$ cat config.mk
export PLATFORM = sky130hd
export DESIGN_NAME = midi_cc_to_multiplexed_dac
export DESIGN_NICKNAME = d
export VERILOG_FILES = /design/src/mcd_pkg.sv /design/src/midi_cc_to_multiplexed_dac.sv /design/src/mcd_alu.sv /design/src/mcd_seq.sv
export SDC_FILE = /design/constraint.sdc
export NUM_CORES = 1
export LEC_CHECK = 0
export BUFFER_PORTS_ARGS = -buffer_cell sky130_fd_sc_hd__buf_4
export CAP_MARGIN = 25
export CORE_MARGIN = 2
export CORE_UTILIZATION = 30
export CTS_CLUSTER_DIAMETER = 100
export DETAILED_ROUTE_END_ITERATION = 8
export GPL_TIMING_DRIVEN = 1
export SKIP_CTS_REPAIR_TIMING = 1
export SYNTH_ARGS = -nofsm -noshare
export SYNTH_HDL_FRONTEND = slang
export SYNTH_HIERARCHICAL = 1
export SYNTH_SLANG_ARGS = --single-unit
$ cat constraint.sdc
create_clock -name clk -period 7 [get_ports clk]
set_clock_uncertainty 0.15 [all_clocks]
set_input_delay 1.4 -clock clk [delete_from_list [all_inputs] [get_ports clk]]
set_output_delay 1.4 -clock clk [all_outputs]
set_load 0.01 [all_outputs]
$ cat src/mcd_pkg.sv
// Shared types, constants and codes for the MIDI control-change to DAC encoder.
// Used by mcd_alu, mcd_seq and midi_cc_to_multiplexed_dac; depends on nothing.
`default_nettype none

package mcd_pkg;

    localparam int SLOT_COUNT_DEF = 4;
    localparam int SEG_ID_COUNT   = 4;
    localparam int CFG_IW         = 3;
    localparam int CFG_DW         = 10;
    localparam int ACC_W          = 22;
    localparam int OPND_W         = 12;

    localparam logic [9:0] SEG_IDS [SEG_ID_COUNT] = '{10'd512, 10'd640, 10'd768, 10'd896};

    localparam logic [2:0] RST_FORCED_SLOT     = 3'd4;
    localparam logic [9:0] RST_SWITCH_INTERVAL = 10'd10;
    localparam logic [6:0] RST_SEGMENT_MAX     = 7'd103;
    localparam logic [9:0] RST_DAC_FLOOR       = 10'd126;
    localparam logic [9:0] RST_DAC_CEILING     = 10'd940;
    localparam logic [6:0] RST_AUDIO_FLOOR     = 7'd10;
    localparam logic [6:0] RST_AUDIO_CEILING   = 7'd117;

    typedef enum logic [CFG_IW-1:0] {
        REG_FORCED_SLOT     = 3'd0,
        REG_SWITCH_INTERVAL = 3'd1,
        REG_SEGMENT_MAX     = 3'd2,
        REG_DAC_FLOOR       = 3'd3,
        REG_DAC_CEILING     = 3'd4,
        REG_AUDIO_FLOOR     = 3'd5,
        REG_AUDIO_CEILING   = 3'd6
    } reg_idx_t;

    typedef enum logic [2:0] {
        ALU_NOP,
        ALU_MUL,
        ALU_DIV127,
        ALU_DIV1023,
        ALU_CLAMP127,
        ALU_CLAMP1023
    } alu_op_t;

    typedef struct packed {
        alu_op_t                  op;
        logic signed [OPND_W-1:0] a;
        logic signed [OPND_W-1:0] b;
    } alu_cmd_t;

    typedef struct packed {
        logic [2:0] forced_slot;
        logic [9:0] switch_interval;
        logic [6:0] segment_max;
        logic [9:0] dac_floor;
        logic [9:0] dac_ceiling;
        logic [6:0] audio_floor;
        logic [6:0] audio_ceiling;
    } cfg_t;

    typedef enum logic [3:0] {
        S_IDLE,
        S_UPDATE,
        S_AUD_MUL,
        S_AUD_DIV,
        S_AUD_MAP,
        S_SEG_MUL,
        S_SEG_DIV,
        S_SEG_ADD,
        S_CODE_MUL,
        S_CODE_DIV,
        S_CODE_MAP,
        S_DONE
    } state_t;

endpackage

`default_nettype wire

$ cat src/midi_cc_to_multiplexed_dac.sv
// Top level of the MIDI control-change to multiplexed DAC encoder.
// Holds the configuration registers; instantiates mcd_seq and mcd_alu. Uses mcd_pkg.
//
// Input channel (in_valid/in_stall): one item is a control change (func 0) or a
// millisecond tick (func 1). Each accepted item yields exactly one result on the
// output channel (out_valid/out_stall) carrying the DAC code, the active slot and
// the PWM levels as they stand after the item.
// Ticks and most control changes run the slot and code steps only; a controller 0
// change on channel 1 runs the audio map first. All steps go through the one shared
// multiply/divide/clamp unit.
// in_stall is high while an item is in work; the next item waits until the result is loaded.
// A finished result sits in the output register; the next item is accepted
// while it waits. If the receiver still stalls when the following result is
// done, the sequencer holds until the output register frees up.
// Reset (rst_n low, asynchronous) clears all levels, the slot, the tick count and the
// output valid, and loads the configuration defaults. The user must write configuration
// via cfg_we/cfg_index/cfg_data only while idle; the block itself does not enforce this.
`default_nettype none

module midi_cc_to_multiplexed_dac #(
    parameter int SLOT_COUNT = mcd_pkg::SLOT_COUNT_DEF
) (
    input  wire logic                        clk,
    input  wire logic                        rst_n,
    input  wire logic                        cfg_we,
    input  wire logic [mcd_pkg::CFG_IW-1:0]  cfg_index,
    input  wire logic [mcd_pkg::CFG_DW-1:0]  cfg_data,
    input  wire logic                        in_valid,
    output logic                             in_stall,
    input  wire logic                        func,
    input  wire logic [4:0]                  midi_channel,
    input  wire logic [6:0]                  controller,
    input  wire logic [6:0]                  cc_value,
    output logic                             out_valid,
    input  wire logic                        out_stall,
    output logic [9:0]                       dac_code,
    output logic [1:0]                       active_slot,
    output logic [9:0]                       audio_level,
    output logic [9:0]                       aux_one_level,
    output logic [9:0]                       aux_two_level,
    output logic [9:0]                       aux_three_level,
    output logic [7:0]                       led_level
);

    mcd_pkg::cfg_t                        cfg_reg;
    mcd_pkg::alu_cmd_t                    alu_cmd;
    logic signed [mcd_pkg::ACC_W-1:0]     alu_acc;

    always_ff @(posedge clk or negedge rst_n)
    begin
        if (!rst_n)
        begin
            cfg_reg.forced_slot     <= mcd_pkg::RST_FORCED_SLOT;
            cfg_reg.switch_interval <= mcd_pkg::RST_SWITCH_INTERVAL;
            cfg_reg.segment_max     <= mcd_pkg::RST_SEGMENT_MAX;
            cfg_reg.dac_floor       <= mcd_pkg::RST_DAC_FLOOR;
            cfg_reg.dac_ceiling     <= mcd_pkg::RST_DAC_CEILING;
            cfg_reg.audio_floor     <= mcd_pkg::RST_AUDIO_FLOOR;
            cfg_reg.audio_ceiling   <= mcd_pkg::RST_AUDIO_CEILING;
        end
        else if (cfg_we)
        begin
            unique case (cfg_index)
                mcd_pkg::REG_FORCED_SLOT:     cfg_reg.forced_slot     <= cfg_data[2:0];
                mcd_pkg::REG_SWITCH_INTERVAL: cfg_reg.switch_interval <= cfg_data[9:0];
                mcd_pkg::REG_SEGMENT_MAX:     cfg_reg.segment_max     <= cfg_data[6:0];
                mcd_pkg::REG_DAC_FLOOR:       cfg_reg.dac_floor       <= cfg_data[9:0];
                mcd_pkg::REG_DAC_CEILING:     cfg_reg.dac_ceiling     <= cfg_data[9:0];
                mcd_pkg::REG_AUDIO_FLOOR:     cfg_reg.audio_floor     <= cfg_data[6:0];
                mcd_pkg::REG_AUDIO_CEILING:   cfg_reg.audio_ceiling   <= cfg_data[6:0];
                default:
                begin
                end
            endcase
        end
    end

    mcd_seq #(
        .SLOT_COUNT (SLOT_COUNT)
    ) u_seq (
        .clk             (clk),
        .rst_n           (rst_n),
        .cfg             (cfg_reg),
        .in_valid        (in_valid),
        .in_stall        (in_stall),
        .func            (func),
        .midi_channel    (midi_channel),
        .controller      (controller),
        .cc_value        (cc_value),
        .out_valid       (out_valid),
        .out_stall       (out_stall),
        .dac_code        (dac_code),
        .active_slot     (active_slot),
        .audio_level     (audio_level),
        .aux_one_level   (aux_one_level),
        .aux_two_level   (aux_two_level),
        .aux_three_level (aux_three_level),
        .led_level       (led_level),
        .alu_cmd         (alu_cmd),
        .alu_acc         (alu_acc)
    );

    mcd_alu u_alu (
        .clk (clk),
        .cmd (alu_cmd),
        .acc (alu_acc)
    );

endmodule

`default_nettype wire

$ cat src/mcd_alu.sv
// Shared arithmetic unit: multiply, divide by 127 or 1023, add and clamp.
// One accumulator register; commands come from mcd_seq. Depends on mcd_pkg.
`default_nettype none

module mcd_alu (
    input  wire logic                            clk,
    input  wire mcd_pkg::alu_cmd_t               cmd,
    output logic signed [mcd_pkg::ACC_W-1:0]     acc
);

    logic signed [mcd_pkg::ACC_W-1:0]   acc_reg;
    logic signed [mcd_pkg::ACC_W-1:0]   acc_next;
    logic signed [2*mcd_pkg::OPND_W-1:0] prod;
    logic                               neg;
    logic [mcd_pkg::ACC_W-2:0]          mag;
    logic [13:0]                        est7;
    logic [14:0]                        rem7;
    logic [13:0]                        q7;
    logic [10:0]                        est10;
    logic [11:0]                        rem10;
    logic [10:0]                        q10;
    logic signed [mcd_pkg::ACC_W-1:0]   qext7;
    logic signed [mcd_pkg::ACC_W-1:0]   qext10;
    logic signed [mcd_pkg::ACC_W:0]     sum;

    always_comb
    begin
        prod  = cmd.a * cmd.b;
        neg   = acc_reg[mcd_pkg::ACC_W-1];
        mag   = neg ? (mcd_pkg::ACC_W-1)'(-acc_reg) : (mcd_pkg::ACC_W-1)'(acc_reg);
        est7  = mag[20:7];
        rem7  = {8'd0, mag[6:0]} + {1'b0, est7};
        q7    = est7 + 14'(rem7 >= 15'd127);
        est10 = mag[20:10];
        rem10 = {2'd0, mag[9:0]} + {1'b0, est10};
        q10   = est10 + 11'(rem10 >= 12'd1023);
        qext7  = {8'd0, q7};
        qext10 = {11'd0, q10};
        sum   = {{(mcd_pkg::ACC_W+1-mcd_pkg::OPND_W){cmd.a[mcd_pkg::OPND_W-1]}}, cmd.a}
              + {acc_reg[mcd_pkg::ACC_W-1], acc_reg};
    end

    always_comb
    begin
        unique case (cmd.op)
            mcd_pkg::ALU_NOP:       acc_next = acc_reg;
            mcd_pkg::ALU_MUL:       acc_next = prod[mcd_pkg::ACC_W-1:0];
            mcd_pkg::ALU_DIV127:    acc_next = neg ? -qext7 : qext7;
            mcd_pkg::ALU_DIV1023:   acc_next = neg ? -qext10 : qext10;
            mcd_pkg::ALU_CLAMP127:
            begin
                priority if (sum < 0)
                    acc_next = '0;
                else if (sum > 23'sd127)
                    acc_next = 22'sd127;
                else
                    acc_next = sum[mcd_pkg::ACC_W-1:0];
            end
            mcd_pkg::ALU_CLAMP1023:
            begin
                priority if (sum < 0)
                    acc_next = '0;
                else if (sum > 23'sd1023)
                    acc_next = 22'sd1023;
                else
                    acc_next = sum[mcd_pkg::ACC_W-1:0];
            end
            default:                acc_next = acc_reg;
        endcase
    end

    always_ff @(posedge clk)
    begin
        acc_reg <= acc_next;
    end

    assign acc = acc_reg;

endmodule

`default_nettype wire

$ cat src/mcd_seq.sv
// Sequencer, level and slot state, and output register of the encoder.
// Drives mcd_alu through alu_cmd_t; depends on mcd_pkg.
`default_nettype none

module mcd_seq #(
    parameter int SLOT_COUNT = mcd_pkg::SLOT_COUNT_DEF
) (
    input  wire logic                         clk,
    input  wire logic                         rst_n,
    input  wire mcd_pkg::cfg_t                cfg,
    input  wire logic                         in_valid,
    output logic                              in_stall,
    input  wire logic                         func,
    input  wire logic [4:0]                   midi_channel,
    input  wire logic [6:0]                   controller,
    input  wire logic [6:0]                   cc_value,
    output logic                              out_valid,
    input  wire logic                         out_stall,
    output logic [9:0]                        dac_code,
    output logic [1:0]                        active_slot,
    output logic [9:0]                        audio_level,
    output logic [9:0]                        aux_one_level,
    output logic [9:0]                        aux_two_level,
    output logic [9:0]                        aux_three_level,
    output logic [7:0]                        led_level,
    output mcd_pkg::alu_cmd_t                 alu_cmd,
    input  wire logic signed [mcd_pkg::ACC_W-1:0] alu_acc
);

    localparam int SLOT_LIMIT = (SLOT_COUNT < mcd_pkg::SEG_ID_COUNT) ? SLOT_COUNT
                                                                    : mcd_pkg::SEG_ID_COUNT;

    mcd_pkg::state_t state_reg, state_next;

    logic       func_reg;
    logic [4:0] chan_reg;
    logic [6:0] ctl_reg;
    logic [6:0] val_reg;

    logic [6:0]  seg_level_reg [mcd_pkg::SEG_ID_COUNT];
    logic [7:0]  audio_byte_reg;
    logic [7:0]  aux_byte_reg [3];
    logic [7:0]  led_byte_reg;
    logic [1:0]  slot_reg;
    logic [10:0] elapsed_reg;

    logic        out_valid_reg;
    logic [9:0]  dac_code_reg;
    logic [1:0]  active_slot_reg;
    logic [9:0]  audio_level_reg;
    logic [9:0]  aux_one_reg;
    logic [9:0]  aux_two_reg;
    logic [9:0]  aux_three_reg;
    logic [7:0]  led_level_reg;

    logic        accept;
    logic        cc_ch1;
    logic        aud_item;
    logic [1:0]  cur_slot;
    logic [10:0] elapsed_inc;
    logic [2:0]  slot_inc;
    logic [7:0]  aud_diff;
    logic [10:0] dac_diff;
    logic        upd_en;
    logic        aud_wr;
    logic        out_ld;

    function automatic logic [7:0] doubled_byte(input logic [6:0] v);
        logic [7:0] b;
        b = {v, 1'b0};
        if (b > 8'd128)
            b = b + 8'd1;
        return b;
    endfunction

    assign accept   = in_valid && !in_stall;
    assign in_stall = (state_reg != mcd_pkg::S_IDLE);
    assign cc_ch1   = !func_reg && (chan_reg == 5'd1);
    assign aud_item = cc_ch1 && (ctl_reg == 7'd0);
    assign cur_slot = (cfg.forced_slot < 3'd4) ? cfg.forced_slot[1:0] : slot_reg;
    assign elapsed_inc = (elapsed_reg < 11'd2047) ? elapsed_reg + 11'd1 : elapsed_reg;
    assign slot_inc = {1'b0, slot_reg} + 3'd1;
    assign aud_diff = {1'b0, cfg.audio_ceiling} - {1'b0, cfg.audio_floor};
    assign dac_diff = {1'b0, cfg.dac_ceiling} - {1'b0, cfg.dac_floor};

    always_comb
    begin
        state_next = state_reg;
        unique case (state_reg)
            mcd_pkg::S_IDLE:     if (accept) state_next = mcd_pkg::S_UPDATE;
            mcd_pkg::S_UPDATE:   state_next = aud_item ? mcd_pkg::S_AUD_MUL : mcd_pkg::S_SEG_MUL;
            mcd_pkg::S_AUD_MUL:  state_next = mcd_pkg::S_AUD_DIV;
            mcd_pkg::S_AUD_DIV:  state_next = mcd_pkg::S_AUD_MAP;
            mcd_pkg::S_AUD_MAP:  state_next = mcd_pkg::S_SEG_MUL;
            mcd_pkg::S_SEG_MUL:  state_next = mcd_pkg::S_SEG_DIV;
            mcd_pkg::S_SEG_DIV:  state_next = mcd_pkg::S_SEG_ADD;
            mcd_pkg::S_SEG_ADD:  state_next = mcd_pkg::S_CODE_MUL;
            mcd_pkg::S_CODE_MUL: state_next = mcd_pkg::S_CODE_DIV;
            mcd_pkg::S_CODE_DIV: state_next = mcd_pkg::S_CODE_MAP;
            mcd_pkg::S_CODE_MAP: state_next = mcd_pkg::S_DONE;
            mcd_pkg::S_DONE:     if (!out_valid_reg || !out_stall) state_next = mcd_pkg::S_IDLE;
            default:             state_next = mcd_pkg::S_IDLE;
        endcase
    end

    always_comb
    begin
        alu_cmd.op = mcd_pkg::ALU_NOP;
        alu_cmd.a  = '0;
        alu_cmd.b  = '0;
        upd_en     = 1'b0;
        aud_wr     = 1'b0;
        out_ld     = 1'b0;
        unique case (state_reg)
            mcd_pkg::S_UPDATE:   upd_en = 1'b1;
            mcd_pkg::S_AUD_MUL:
            begin
                alu_cmd.op = mcd_pkg::ALU_MUL;
                alu_cmd.a  = {5'd0, val_reg};
                alu_cmd.b  = {{4{aud_diff[7]}}, aud_diff};
            end
            mcd_pkg::S_AUD_DIV:  alu_cmd.op = mcd_pkg::ALU_DIV127;
            mcd_pkg::S_AUD_MAP:
            begin
                alu_cmd.op = mcd_pkg::ALU_CLAMP127;
                alu_cmd.a  = {5'd0, cfg.audio_floor};
            end
            mcd_pkg::S_SEG_MUL:
            begin
                aud_wr     = aud_item;
                alu_cmd.op = mcd_pkg::ALU_MUL;
                alu_cmd.a  = {5'd0, seg_level_reg[cur_slot]};
                alu_cmd.b  = {5'd0, cfg.segment_max};
            end
            mcd_pkg::S_SEG_DIV:  alu_cmd.op = mcd_pkg::ALU_DIV127;
            mcd_pkg::S_SEG_ADD:
            begin
                alu_cmd.op = mcd_pkg::ALU_CLAMP1023;
                alu_cmd.a  = {2'd0, mcd_pkg::SEG_IDS[cur_slot]};
            end
            mcd_pkg::S_CODE_MUL:
            begin
                alu_cmd.op = mcd_pkg::ALU_MUL;
                alu_cmd.a  = alu_acc[mcd_pkg::OPND_W-1:0];
                alu_cmd.b  = {dac_diff[10], dac_diff};
            end
            mcd_pkg::S_CODE_DIV: alu_cmd.op = mcd_pkg::ALU_DIV1023;
            mcd_pkg::S_CODE_MAP:
            begin
                alu_cmd.op = mcd_pkg::ALU_CLAMP1023;
                alu_cmd.a  = {2'd0, cfg.dac_floor};
            end
            mcd_pkg::S_DONE:     out_ld = !out_valid_reg || !out_stall;
            default:
            begin
            end
        endcase
    end

    always_ff @(posedge clk or negedge rst_n)
    begin
        if (!rst_n)
            state_reg <= mcd_pkg::S_IDLE;
        else
            state_reg <= state_next;
    end

    always_ff @(posedge clk)
    begin
        if (accept)
        begin
            func_reg <= func;
            chan_reg <= midi_channel;
            ctl_reg  <= controller;
            val_reg  <= cc_value;
        end
    end

    always_ff @(posedge clk or negedge rst_n)
    begin
        if (!rst_n)
        begin
            for (int i = 0; i < mcd_pkg::SEG_ID_COUNT; i++)
                seg_level_reg[i] <= '0;
            for (int i = 0; i < 3; i++)
                aux_byte_reg[i] <= '0;
            audio_byte_reg <= '0;
            led_byte_reg   <= '0;
            slot_reg       <= '0;
            elapsed_reg    <= '0;
        end
        else
        begin
            if (upd_en)
            begin
                if (func_reg)
                begin
                    if (elapsed_inc > {1'b0, cfg.switch_interval})
                    begin
                        slot_reg    <= (slot_inc >= 3'(SLOT_LIMIT)) ? 2'd0 : slot_inc[1:0];
                        elapsed_reg <= '0;
                    end
                    else
                    begin
                        elapsed_reg <= elapsed_inc;
                    end
                end
                else if (cc_ch1)
                begin
                    if (ctl_reg == 7'd0)
                        led_byte_reg <= {val_reg, 1'b0};
                    else if (ctl_reg >= 7'd2 && ctl_reg <= 7'd4)
                        aux_byte_reg[2'(ctl_reg - 7'd2)] <= doubled_byte(val_reg);
                    else if (ctl_reg >= 7'd30 && ctl_reg <= 7'd33)
                        seg_level_reg[2'(ctl_reg - 7'd30)] <= val_reg;
                end
            end
            if (aud_wr)
                audio_byte_reg <= doubled_byte(alu_acc[6:0]);
        end
    end

    always_ff @(posedge clk or negedge rst_n)
    begin
        if (!rst_n)
            out_valid_reg <= 1'b0;
        else if (out_ld)
            out_valid_reg <= 1'b1;
        else if (!out_stall)
            out_valid_reg <= 1'b0;
    end

    always_ff @(posedge clk)
    begin
        if (out_ld)
        begin
            dac_code_reg    <= alu_acc[9:0];
            active_slot_reg <= cur_slot;
            audio_level_reg <= {audio_byte_reg, 2'b00};
            aux_one_reg     <= {aux_byte_reg[0], 2'b00};
            aux_two_reg     <= {aux_byte_reg[1], 2'b00};
            aux_three_reg   <= {aux_byte_reg[2], 2'b00};
            led_level_reg   <= led_byte_reg;
        end
    end

    assign out_valid       = out_valid_reg;
    assign dac_code        = dac_code_reg;
    assign active_slot     = active_slot_reg;
    assign audio_level     = audio_level_reg;
    assign aux_one_level   = aux_one_reg;
    assign aux_two_level   = aux_two_reg;
    assign aux_three_level = aux_three_reg;
    assign led_level       = led_level_reg;

    a_accept_to_update: assert property (@(posedge clk) disable iff (!rst_n)
        accept |=> (state_reg == mcd_pkg::S_UPDATE))
        else $error("accepted item did not start the update step");

    a_valid_from_done: assert property (@(posedge clk) disable iff (!rst_n)
        $rose(out_valid_reg) |-> ($past(state_reg) == mcd_pkg::S_DONE))
        else $error("result raised outside the done step");

    a_audio_range: assert property (@(posedge clk) disable iff (!rst_n)
        (state_reg == mcd_pkg::S_AUD_MAP) |=> (alu_acc >= 0 && alu_acc <= 22'sd127))
        else $error("audio level left its range");

    a_code_range: assert property (@(posedge clk) disable iff (!rst_n)
        (state_reg == mcd_pkg::S_DONE) |-> (alu_acc >= 0 && alu_acc <= 22'sd1023))
        else $error("dac code left its range");

endmodule

`default_nettype wire
==> metrics.txt <==
result of the run completed; post-detailed-route via-to-cell ratio 5.124; min setup slack post-route 0.1829 ns; total negative slack 0 ns; initial drt markers 1171; number of flip-flops in the largest register 54; Wirelength per Cell 17.60 um; most used cell along the critical path sky130_fd_sc_hd__fa_1; top-level I/O count 100; overall die width 262.5 um; flip-flop and latch count after synthesis 232; Netlist Area Pre-Place 20040 um2; critical path buffer and inverter count 4; largest fanout on the critical path 10; number of buffers inserted by port buffering 90; DRC 0; classification of the worst-slack hold path reg2reg; most frequent cells in the layout sky130_fd_sc_hd__buf_4 (280), sky130_fd_sc_hd__inv_1 (201), sky130_fd_sc_hd__nand2_1 (189); most frequent standard cell in the layout excluding fill and tap cells sky130_fd_sc_hd__buf_4; total setup violations reported at the end of the flow 0; number of different library cells in the post-synthesis netlist 94; total global-route track usage 0.1552; Std-Cell Rows 94; chain of cells forming the critical path mux2i_2, buf_12, mux4_2, nand2_1, nand3_1, buf_4, nand2b_1, fa_1, inv_1, fa_1, fa_1, fa_1, fa_1, ha_4, nand3_2, a211o_1, nand4_1, o211ai_1, o21a_1, buf_4, xor2_1, a21oi_1; DPL Wire Length 43190 um; Max stage delay on crit path 0.58 ns; setup repair after global routing missed its margin yes; Ys Warns 6; WHS Path Cells 0; WL final 55020 um; Power Density 416.0 nW/um2; core footprint 65980 um2; Min-Delay Startpoint u_seq/aux_byte_reg[6]$_DFFE_PN0P_; floorplan die height 262.5 um; hold violation count in the final report 0; initial core utilization 0.3037; via count of the first global-routing pass 16190; number of flops mapped to enable cells by yosys 93; clock buffer depth 3; first-pass GRT wire length 87990 um; Leakage Power 10.82 nW; CTS H-Tree Depth 1; VDD IR-drop max 0.2322 mV; CTS sink cnt 232; register area 6305 um2; R2R cell count 22; Main synth FF type sky130_fd_sc_hd__dfrtp_1; worst setup path class reg2reg; Slowest-stage cell, CP sky130_fd_sc_hd__fa_1; Critical R2R Capture u_alu/acc[18]$_DFFE_PP_; clock root buffer sky130_fd_sc_hd__clkbuf_16; sequential share of the synthesized area 0.3146; clock tree from TritonCTS built; Cells after Synth 2002; type of origin of the critical path flip-flop; aggregate global routing overflow 0; relative slew slack 0.3351; peak clock frequency supported by timing 146.7 MHz; hold endpoint u_seq/aux_three_level[8]$_DFFE_PP_; initial antenna violation count 0; number of placed instances, taps included 3056; maximum number of pins on one net before global-route repair 83; share of synthesized flip-flops with an asynchronous set or reset 0.5991; number of fill cells in the layout 6457; time the worst path needs with I/O delays and setup 6.817 ns; startpoint of the lowest-slack register-to-register path cfg_reg[53]$_DFFE_PN1P_; placed cell areas 22880 um2; Worst EP arrival 6.92 ns; DP Worst Slack -0.2513 ns; Register-to-Register Setup Slack 0.18 ns; Clk Latency, worst-skew pair 0.57 ns; fin util 0.3680; vias after detailed routing 16020; Multi-input gate area 12940 um2; post-route antenna net violation count 0; number of slew-limit violations in the final report 0; clock slew seen by the registers of the worst setup and hold paths 0.06 ns; final clock period utilization by the worst path 0.9739; Total Die Area 68890 um2; proportion of layout cells with a drive suffix above 1 0.2632; area added between synthesis and finish 21.15%; slew at the pin closest to its max-slew limit 0.9974 ns; total CTS buffers 26; required time reported for the critical path endpoint 7.10 ns; GP Congestion 0.8936; post-route non-filler standard cell count 3126; Net count, final 2533; router iterations before antenna repair 5; Final Cell Area 24280 um2; number of max-cap violations 0; delay-heaviest family, CP adder cells; category of the worst setup path capture point flip-flop; average cell area after synthesis 10.01 um2
-- power breakdown --
group | switching [W] | internal, W | leakage (nW) | total, W
Sequential | 0.000249 | 0.00175 | 2.60 | 0.00200
Clock | 0.000578 | 0.000822 | 0.426 | 0.00140
Combinational | 0.00390 | 0.00280 | 7.80 | 0.00670
Total | 0.00472 | 0.00538 | 10.8 | 0.0101
-- cell families after synthesis --
group                    Yosys count  share of synthesized area
AO/OA/AOI/OAI                    373                     0.1279
XOR/XNOR                         117                    0.05207
adder cells (fa/ha/maj)          257                     0.2095
buffers and inverters            300                    0.05931
flip-flops                       232                     0.3146
multiplexers                     147                    0.08641
other                              1                  0.0001871
AND/OR/NAND/NOR                  575                     0.1500
-- how the worst max path moves through the flow --
stage / from / end / slack, ns / cells past startpoint
2_1_floorplan: cfg_reg[25]$_DFFE_PN1P_ / u_alu/acc[21]$_DFFE_PP_ / 0.07 / 26
3_3_place_gp: cfg_reg[25]$_DFFE_PN1P_ / u_alu/acc[21]$_DFFE_PP_ / -0.14 / 25
3_5_place_dp: cfg_reg[25]$_DFFE_PN1P_ / u_alu/acc[21]$_DFFE_PP_ / -0.25 / 25
4_1_cts: cfg_reg[25]$_DFFE_PN1P_ / u_alu/acc[21]$_DFFE_PP_ / -0.24 / 25
5_1_grt: cfg_reg[0]$_DFFE_PN1P_ / u_alu/acc[21]$_DFFE_PP_ / -0.1 / 28
6_report: cfg_reg[53]$_DFFE_PN1P_ / u_alu/acc[18]$_DFFE_PP_ / 0.18 / 22
-- Yosys cell counts, drive strengths merged (28+ instances only) --
cell      n  area share
clkbuf   58       0.011
ha      122       0.076
xnor2    85       0.038
dfrtp   112        0.14
a21oi    77       0.019
nand3    39       0.010
inv     211       0.040
o21ai    73       0.018
mux2    128       0.072
nor3     39       0.011
edfxtp   93        0.14
and2     52       0.016
fa      132        0.13
nand2   192       0.036
buf      29      0.0086
a21o     28       0.010
xor2     32       0.014
nor2     88       0.016
-- layout make-up --
cell class	count	area share
Inverter	213	0.03293
Timing Repair Buffer	290	0.09338
Multi-Input combinational cell	1478	0.5328
Clock buffer	30	0.02829
Antenna cell	1	0.0001031
Tap cell	864	0.04452
Sequential cell	232	0.2597
Clock inverter	18	0.008297
-- metrics by stage --
stage,power (W),hold WS [ns]
2_1_floorplan,0.006132,0.2694
3_3_place_gp,0.008301,0.2732
5_1_grt,0.01085,0.2920
4_1_cts,0.009865,0.2905
3_5_place_dp,0.008410,0.2775
6_report,0.01010,0.2873
-- metal layers --
metal	routed length (um)	share of wire	GRT usage
met1	24610	0.45	0.2068
met2	26480	0.48	0.2665
met3	2440	0.044	0.01668
met4	1480	0.027	0.04427
met5	0	0	0
-- worst reg2reg max path: stages, from the launching register on --
cell	delay (ns)
sky130_fd_sc_hd__dfstp_2	0.56
sky130_fd_sc_hd__mux2i_2	0.26
sky130_fd_sc_hd__buf_12	0.18
sky130_fd_sc_hd__mux4_2	0.52
sky130_fd_sc_hd__nand2_1	0.09
sky130_fd_sc_hd__nand3_1	0.24
sky130_fd_sc_hd__buf_4	0.27
sky130_fd_sc_hd__nand2b_1	0.17
sky130_fd_sc_hd__fa_1	0.53
sky130_fd_sc_hd__inv_1	0.05
sky130_fd_sc_hd__fa_1	0.50
sky130_fd_sc_hd__fa_1	0.53
sky130_fd_sc_hd__fa_1	0.58
sky130_fd_sc_hd__fa_1	0.47
sky130_fd_sc_hd__ha_4	0.33
sky130_fd_sc_hd__nand3_2	0.08
sky130_fd_sc_hd__a211o_1	0.28
sky130_fd_sc_hd__nand4_1	0.09
sky130_fd_sc_hd__o211ai_1	0.11
sky130_fd_sc_hd__o21a_1	0.21
sky130_fd_sc_hd__buf_4	0.13
sky130_fd_sc_hd__xor2_1	0.12
sky130_fd_sc_hd__a21oi_1	0.08
Power figures use the tool's default switching activity.
